**src/rtl/u16u8_pkg.sv**
```systemverilog
package u16u8_pkg;

    // utf-16 surrogate ranges (upper six bits of the code unit)
    localparam logic [5:0] HIGH_SURR_TAG = 6'b110110;
    localparam logic [5:0] LOW_SURR_TAG  = 6'b110111;

    // offset of the supplementary planes
    localparam logic [20:0] SUPP_BASE = 21'h10000;

    // utf-8 lead and continuation marks
    localparam logic [7:0] LEAD_2 = 8'hC0;
    localparam logic [7:0] LEAD_3 = 8'hE0;
    localparam logic [7:0] LEAD_4 = 8'hF0;
    localparam logic [7:0] CONT   = 8'h80;

    // encoded length of one code point, stored as byte count minus one
    typedef enum logic [1:0] {
        LEN_1 = 2'd0,
        LEN_2 = 2'd1,
        LEN_3 = 2'd2,
        LEN_4 = 2'd3
    } len_t;

    // one queued job: an optional flushed high surrogate, then an optional code point
    typedef struct packed {
        logic        flush;
        logic [9:0]  held_bits;
        logic        main;
        logic [20:0] cp;
        logic        last;
    } job_t;

    // byte count of a code point
    function automatic len_t utf8_len(input logic [20:0] cp);
        len_t len;
        if (cp[20:16] != 5'd0) begin
            len = LEN_4;
        end
        else if (cp[15:11] != 5'd0) begin
            len = LEN_3;
        end
        else if (cp[10:7] != 4'd0) begin
            len = LEN_2;
        end
        else begin
            len = LEN_1;
        end
        return len;
    endfunction

    // byte number idx of the utf-8 encoding of cp
    function automatic logic [7:0] utf8_byte_at(input logic [20:0] cp, input len_t len,
                                                input logic [1:0] idx);
        logic [7:0] b;
        b = 8'h00;
        unique case (len)
            LEN_1: b = {1'b0, cp[6:0]};
            LEN_2: b = (idx == 2'd0) ? (LEAD_2 | {3'b000, cp[10:6]})
                                     : (CONT | {2'b00, cp[5:0]});
            LEN_3:
            begin
                unique case (idx)
                    2'd0:    b = LEAD_3 | {4'b0000, cp[15:12]};
                    2'd1:    b = CONT | {2'b00, cp[11:6]};
                    default: b = CONT | {2'b00, cp[5:0]};
                endcase
            end
            LEN_4:
            begin
                unique case (idx)
                    2'd0:    b = LEAD_4 | {5'b00000, cp[20:18]};
                    2'd1:    b = CONT | {2'b00, cp[17:12]};
                    2'd2:    b = CONT | {2'b00, cp[11:6]};
                    default: b = CONT | {2'b00, cp[5:0]};
                endcase
            end
            default: b = 8'h00;
        endcase
        return b;
    endfunction

endpackage

```
**src/rtl/u16u8_front.sv**
```systemverilog
module u16u8_front (
    input  logic                  clk,
    input  logic                  rst_n,
    input  logic [15:0]           code_unit,
    input  logic                  last_unit,
    input  logic                  unit_valid,
    output logic                  unit_ready,
    input  logic                  q_full,
    output logic                  q_push,
    output u16u8_pkg::job_t       q_job
);
    import u16u8_pkg::*;

    logic       held_reg, held_next;
    logic [9:0] held_bits_reg, held_bits_next;
    logic       is_high, is_low, fire;

    // classify the incoming unit
    assign is_high    = (code_unit[15:10] == HIGH_SURR_TAG);
    assign is_low     = (code_unit[15:10] == LOW_SURR_TAG);
    assign unit_ready = !q_full;
    assign fire       = unit_valid && unit_ready;

    // build the job for this unit
    always_comb
    begin
        q_job.flush     = held_reg && !is_low;
        q_job.held_bits = held_bits_reg;
        q_job.main      = !(is_high && !last_unit) || (held_reg && is_low);
        q_job.last      = last_unit;
        if (held_reg && is_low) begin
            q_job.cp = SUPP_BASE + {1'b0, held_bits_reg, code_unit[9:0]};
        end
        else begin
            q_job.cp = {5'd0, code_unit};
        end
        q_push = fire && (q_job.flush || q_job.main);
    end

    // surrogate hold update
    always_comb
    begin
        held_next      = held_reg;
        held_bits_next = held_bits_reg;
        if (fire) begin
            if (is_high && !last_unit && !held_reg) begin
                held_next      = 1'b1;
                held_bits_next = code_unit[9:0];
            end
            else if (is_high && !last_unit && held_reg) begin
                held_next      = 1'b1;
                held_bits_next = code_unit[9:0];
            end
            else begin
                held_next      = 1'b0;
                held_bits_next = 10'd0;
            end
        end
    end

    always_ff @(posedge clk or negedge rst_n)
    begin
        if (!rst_n) begin
            held_reg      <= 1'b0;
            held_bits_reg <= 10'd0;
        end
        else begin
            held_reg      <= held_next;
            held_bits_reg <= held_bits_next;
        end
    end

    // a non-final high surrogate is always held afterwards
    a_hold_set: assert property (@(posedge clk) disable iff (!rst_n)
        fire && is_high && !last_unit |=> held_reg)
        else $error("high surrogate not held");

    // nothing stays held past the end of a string
    a_hold_clear: assert property (@(posedge clk) disable iff (!rst_n)
        fire && last_unit |=> !held_reg)
        else $error("surrogate held after final unit");

    // a transfer that pushes nothing must be a fresh hold
    a_no_push: assert property (@(posedge clk) disable iff (!rst_n)
        fire && !q_push |-> is_high && !last_unit && !held_reg)
        else $error("unit dropped without output");

endmodule

```
**src/rtl/u16u8_queue.sv**
```systemverilog
module u16u8_queue #(
    parameter int DEPTH = 4
) (
    input  logic             clk,
    input  logic             rst_n,
    input  logic             push,
    input  u16u8_pkg::job_t  push_job,
    output logic             full,
    input  logic             pop,
    output logic             q_valid,
    output u16u8_pkg::job_t  head_job
);
    import u16u8_pkg::*;

    localparam int PW = (DEPTH > 1) ? $clog2(DEPTH) : 1;
    localparam int CW = $clog2(DEPTH + 1);
    localparam logic [PW-1:0] LAST_PTR = PW'(DEPTH - 1);
    localparam logic [CW-1:0] FULL_CNT = CW'(DEPTH);

    job_t          slot_reg [DEPTH];
    logic [PW-1:0] wr_ptr_reg, rd_ptr_reg;
    logic [CW-1:0] count_reg;
    logic          do_push, do_pop;

    assign full     = (count_reg == FULL_CNT);
    assign q_valid  = (count_reg != '0);
    assign head_job = slot_reg[rd_ptr_reg];
    assign do_push  = push && !full;
    assign do_pop   = pop && q_valid;

    // storage
    always_ff @(posedge clk)
    begin
        if (do_push) begin
            slot_reg[wr_ptr_reg] <= push_job;
        end
    end

    // pointers and fill count
    always_ff @(posedge clk or negedge rst_n)
    begin
        if (!rst_n) begin
            wr_ptr_reg <= '0;
            rd_ptr_reg <= '0;
            count_reg  <= '0;
        end
        else begin
            if (do_push) begin
                wr_ptr_reg <= (wr_ptr_reg == LAST_PTR) ? '0 : wr_ptr_reg + 1'b1;
            end
            if (do_pop) begin
                rd_ptr_reg <= (rd_ptr_reg == LAST_PTR) ? '0 : rd_ptr_reg + 1'b1;
            end
            if (do_push && !do_pop) begin
                count_reg <= count_reg + 1'b1;
            end
            else if (do_pop && !do_push) begin
                count_reg <= count_reg - 1'b1;
            end
        end
    end

    // fill count tracks the pointer distance
    a_count: assert property (@(posedge clk) disable iff (!rst_n)
        count_reg <= FULL_CNT &&
        (count_reg == FULL_CNT || count_reg == '0 || wr_ptr_reg != rd_ptr_reg))
        else $error("queue fill count inconsistent");

endmodule

```
**src/rtl/u16u8_back.sv**
```systemverilog
module u16u8_back (
    input  logic             clk,
    input  logic             rst_n,
    input  logic             q_valid,
    input  u16u8_pkg::job_t  head_job,
    output logic             q_pop,
    output logic [7:0]       utf8_byte,
    output logic             last_byte,
    output logic             byte_valid,
    input  logic             byte_ready
);
    import u16u8_pkg::*;

    typedef enum logic {
        PH_FLUSH,
        PH_MAIN
    } phase_t;

    logic        busy_reg;
    job_t        job_reg;
    phase_t      phase_reg;
    logic [1:0]  idx_reg;
    logic        valid_reg;
    logic [7:0]  byte_reg;
    logic        last_reg;

    logic [20:0] seg_cp;
    len_t        seg_len;
    logic        seg_end, job_end, emit;

    // current segment: flushed surrogate or main code point
    always_comb
    begin
        if (phase_reg == PH_FLUSH) begin
            seg_cp  = {5'd0, HIGH_SURR_TAG, job_reg.held_bits};
            seg_len = LEN_3;
        end
        else begin
            seg_cp  = job_reg.cp;
            seg_len = utf8_len(job_reg.cp);
        end
        seg_end = (idx_reg == 2'(seg_len));
        job_end = seg_end && (phase_reg == PH_MAIN || !job_reg.main);
        emit    = busy_reg && (!valid_reg || byte_ready);
        q_pop   = q_valid && (!busy_reg || (emit && job_end));
    end

    // sequencer and output register
    always_ff @(posedge clk or negedge rst_n)
    begin
        if (!rst_n) begin
            busy_reg  <= 1'b0;
            phase_reg <= PH_MAIN;
            idx_reg   <= 2'd0;
            valid_reg <= 1'b0;
            job_reg   <= '0;
            byte_reg  <= 8'd0;
            last_reg  <= 1'b0;
        end
        else begin
            if (q_pop) begin
                busy_reg  <= 1'b1;
                job_reg   <= head_job;
                phase_reg <= head_job.flush ? PH_FLUSH : PH_MAIN;
                idx_reg   <= 2'd0;
            end
            else if (emit) begin
                if (job_end) begin
                    busy_reg <= 1'b0;
                end
                else if (seg_end) begin
                    phase_reg <= PH_MAIN;
                    idx_reg   <= 2'd0;
                end
                else begin
                    idx_reg <= idx_reg + 2'd1;
                end
            end
            if (emit) begin
                valid_reg <= 1'b1;
                byte_reg  <= utf8_byte_at(seg_cp, seg_len, idx_reg);
                last_reg  <= job_reg.last && job_end;
            end
            else if (byte_ready) begin
                valid_reg <= 1'b0;
            end
        end
    end

    assign utf8_byte  = byte_reg;
    assign last_byte  = last_reg;
    assign byte_valid = valid_reg;

    // flush phase only runs for jobs that carry a held surrogate
    a_flush_job: assert property (@(posedge clk) disable iff (!rst_n)
        busy_reg && phase_reg == PH_FLUSH |-> job_reg.flush)
        else $error("flush phase without held surrogate");

    // end mark only on the final byte of a final job
    a_last_mark: assert property (@(posedge clk) disable iff (!rst_n)
        emit && !(job_end && job_reg.last) |=> !last_reg)
        else $error("end mark on inner byte");

endmodule

```
**src/rtl/utf16_to_utf8_transcoder.sv**
```systemverilog
// UTF-16 to UTF-8 transcoder. Takes one 16-bit code unit per transfer (with a flag on the
// last unit of a string) and gives UTF-8 bytes, one per transfer, the last byte of the
// string flagged. A front stage classifies units and pairs surrogates, a queue of
// QUEUE_DEPTH jobs decouples it from a byte sequencer that drives a registered output.
// The output side sets the rate: one byte per cycle while the receiver is ready and jobs
// are queued, a unit giving as many bytes as it encodes to (1 to 3, 4 for a surrogate pair
// split over two units, up to 6 when an unpaired high surrogate is flushed, none for a held
// high surrogate). Units are accepted every cycle while the queue has room; the first byte
// of a unit passes through a queue slot, the sequencer's job register and the output register.
module utf16_to_utf8_transcoder #(
    parameter int QUEUE_DEPTH = 4
) (
    input  logic        clk,
    input  logic        rst_n,
    input  logic [15:0] code_unit,
    input  logic        last_unit,
    input  logic        unit_valid,
    output logic        unit_ready,
    output logic [7:0]  utf8_byte,
    output logic        last_byte,
    output logic        byte_valid,
    input  logic        byte_ready
);
    import u16u8_pkg::*;

    logic q_full, q_push, q_pop, q_valid;
    job_t push_job, head_job;

    u16u8_front u_front (
        .clk        (clk),
        .rst_n      (rst_n),
        .code_unit  (code_unit),
        .last_unit  (last_unit),
        .unit_valid (unit_valid),
        .unit_ready (unit_ready),
        .q_full     (q_full),
        .q_push     (q_push),
        .q_job      (push_job)
    );

    u16u8_queue #(
        .DEPTH (QUEUE_DEPTH)
    ) u_queue (
        .clk      (clk),
        .rst_n    (rst_n),
        .push     (q_push),
        .push_job (push_job),
        .full     (q_full),
        .pop      (q_pop),
        .q_valid  (q_valid),
        .head_job (head_job)
    );

    u16u8_back u_back (
        .clk        (clk),
        .rst_n      (rst_n),
        .q_valid    (q_valid),
        .head_job   (head_job),
        .q_pop      (q_pop),
        .utf8_byte  (utf8_byte),
        .last_byte  (last_byte),
        .byte_valid (byte_valid),
        .byte_ready (byte_ready)
    );

endmodule
```
**config.mk**
```make
export PLATFORM = sky130hd
export DESIGN_NAME = utf16_to_utf8_transcoder
export DESIGN_NICKNAME = d
export VERILOG_FILES = /design/src/rtl/u16u8_pkg.sv /design/src/rtl/u16u8_front.sv /design/src/rtl/u16u8_queue.sv /design/src/rtl/u16u8_back.sv /design/src/rtl/utf16_to_utf8_transcoder.sv
export SDC_FILE = /design/constraint.sdc
export NUM_CORES = 1
export LEC_CHECK = 0
export CAP_MARGIN = 20
export CORE_MARGIN = 2
export CORE_UTILIZATION = 52
export DETAILED_ROUTE_END_ITERATION = 6
export DONT_BUFFER_PORTS = 1
export MAX_ROUTING_LAYER = met4
export PLACE_DENSITY_LB_ADDON = 0.3
export SETUP_SLACK_MARGIN = 0.3
export SLEW_MARGIN = 30
export SYNTH_ARGS = -nofsm -noshare
export SYNTH_HDL_FRONTEND = slang
export SYNTH_SLANG_ARGS = --single-unit
```
**constraint.sdc**
```tcl
create_clock -name clk -period 3.8 [get_ports clk]
set_input_delay 0.76 -clock clk [delete_from_list [all_inputs] [get_ports clk]]
set_output_delay 0.76 -clock clk [all_outputs]
set_load 0.05 [all_outputs]
```
==> flow_metrics.py <==
metrics = {
    "status": {
        "status": "finished, final reports clean",
    },
    "power": {
        "power.leakage_nw": 3.55,
        "power_density_nw_per_um2": 852,
        "max-vdd-ir-drop_mv": 0.416,
    },
    "placement": {
        "finalWeightedCongestion": 0.878,
        "io_buffers": 0,
        "dp_hpwl_mm": 11.8,
    },
    "global_route": {
        "grtUsageTotal": 0.216,
        "grt_pass1_vias": 4823,
        "grt_antenna_before_repair": 0,
        "grt_max_degree": 65,
        "grt_overflow_total": 0,
        "grt_pass1_wl_mm": 28.1,
    },
    "floorplan": {
        "die_w_um": 133,
        "ios": 32,
        "chipHeight_um": 133,
        "fp-row-count": 47,
        "core_um2": 16400,
        "initial_core_util": 0.525,
        "dieArea_um2": 17600,
    },
    "worst_setup_path": {
        "path_class": "reg -> reg",
        "cp-start-kind": "register",
        "critPathArrivalTime_ns": 3.73,
        "worstPathRequired_ns": 4.18,
        "critPathCaptureType": "register",
        "critPathMaxFanout": 7,
    },
    "synthesis": {
        "synth-async-reset-ratio": 0.323,
        "synth_ff_type": "edfxtp_1",
        "synth_edf_count": 136,
        "synth_common_cells": "edfxtp_1 (136), dfrtp_1 (64), mux4_2 (34), mux2_4 (29), nor2_1 (29)",
        "synth.most_common_cell": "edfxtp_1",
        "ys_types": 59,
        "syn_nets": 543,
        "avgSynthCellArea_um2": 16.9,
        "ys_seq_area_frac": 0.664,
        "synth_seq_cells": 201,
        "syn_inst": 510,
        "netlist_area_um2": 8610,
        "synthTopCellsByArea": "edfxtp_1 (47%), dfrtp_1 (19%), mux4_2 (8.9%)",
        "synth_warnings": 0,
        "synth_top_area_frac": 0.474,
        "yosys.area.top_type": "edfxtp_1",
    },
    "job": {
        "cap_violations": 0,
    },
    "finish": {
        "largest_reg_flops": 136,
        "antenna_cells": 0,
        "layout-drive-gt1-share": 0.263,
        "syn_to_final_growth_pct": 11.6,
        "fin_nets": 559,
        "fillCellCount": 1216,
    },
    "timing": {
        "drv_slew": 0,
        "clock-skew-final_ns": 0.0219,
        "rsz0062_at_grt": "no",
        "period_needed_ns": 3.35,
        "hold_violations": 0,
        "max_freq_mhz": 299,
        "setup_violations": 0,
        "fin_crit_sh": 0.881,
        "tightest_slew_ns": 0.927,
        "hold_slack_ns": 0.101,
        "slew_headroom": 0.380,
        "fin_setup_tns_ns": 0,
    },
    "routing": {
        "ant_nets": 0,
        "vias": 4553,
        "drt-total-wl_mm": 17.8,
        "route.detailed.drc": 0,
        "firstDrtPassIters": 5,
        "drt_iter0_markers": 292,
        "wl_per_cell_um": 23.4,
        "vias_per_cell": 5.99,
    },
    "clock_tree": {
        "clockRootBuffer": "clkbuf_16",
        "cts_hold_buf": 1,
        "clk_latency_ns": 0.52,
        "cts-buffers-inserted": 22,
        "htreeDepth": 1,
        "cts_resized": 0,
        "clock-sinks": 201,
        "post-cts-setup-buffer-count": 0,
        "cts_tree": "built",
        "clk_pin_slew_worst_paths_ns": 0.06,
        "max-clock-path-buffers": 3,
    },
    "hold_path": {
        "hold_class": "in -> async",
    },
}
==> cell usage in the layout (no fill, tap or decap), types with 10 or more instances in the layout <==
cell type    n
dfrtp_1     63
mux2_4      29
clkbuf_16   22
edfxtp_1   136
mux2_2      20
buf_4       15
mux4_2      34
inv_1       10
ha_1        11
nor2_1      29
nand2_1     28
a22o_1      11
==> per-layer routing <==
metal  share of wire  routed length, um  track usage
met5               0                  0            -
met4           0.024                429       0.0603
met3           0.050                897       0.0448
met2            0.50               8900        0.351
met1            0.42               7540        0.280
==> logic make-up (layout without fill, tap and decap cells) <==
kind of cell               count (synthesis)  after routing  synth area share
DFF                                      201            201             0.664
and+or+nand+nor                           93             93            0.0523
muxes                                     91             91             0.175
AOI/OAI and AO/OA                         74             74            0.0680
buffers and inverters                     34             64            0.0176
adders and majority gates                 12             12            0.0183
xor gates and xnor gates                   5              5           0.00509
==> layout make-up <==
cell class | count | area, um2 | share of cell area
clock buffer | 30 | 581 | 0.0604
clock inverter | 8 | 116 | 0.0121
inverter | 10 | 37.5 | 0.00391
multi-input combinational | 275 | 2740 | 0.286
sequential | 201 | 5710 | 0.595
tap | 220 | 275 | 0.0287
timing repair buffer | 16 | 140 | 0.0146
==> worst max-delay path, cell delays in order (launching register included) <==
cell and delay [ns]:
dfrtp_1 0.41, or4_1 0.66, or4_4 0.60, o221ai_2 0.37, a41oi_4 0.19, ha_1 0.26
inv_1 0.07, fa_1 0.40, mux2_2 0.27
==> report_power, final <==
group / internal (mW) / switching (mW)
combinational: 1.31 / 1.40
sequential: 2.95 / 0.486
clock: 1.21 / 0.819
total: 5.48 / 2.71
==> through the flow <==
step                      instance area (um2)  setup WS [ns]  utilization  total power, mW  std cells
final                                    9610          0.451        0.586             8.19        760
after global routing                     9610          0.307        0.586             8.60        760
after CTS                                9610          0.445        0.586             8.26        760
after detailed placement                 8880          0.487        0.541             6.20        721
after global placement                   8880          0.544        0.541             6.13        721
after floorplan                          8610          0.392            -             5.44        510
==> final timing paths <==
kind                                           start                 endpoint  slack [ns]  depth (start not counted)
min in group clk                        code_unit[9]  u_queue.slot_reg[3][10]        0.33                          0
worst max-delay path              u_back.job_reg[18]     u_queue.count_reg[1]        0.45                          8
worst min-delay path                           rst_n         u_back.phase_reg        0.10                          0
worst max register to register    u_back.job_reg[18]     u_queue.count_reg[1]        0.45                          8
max in group asynchronous                      rst_n        u_back.idx_reg[0]        3.40                          1
worst min register to register  u_queue.count_reg[2]     u_queue.count_reg[2]        0.50                          1
Power figures use the tool's default switching activity.
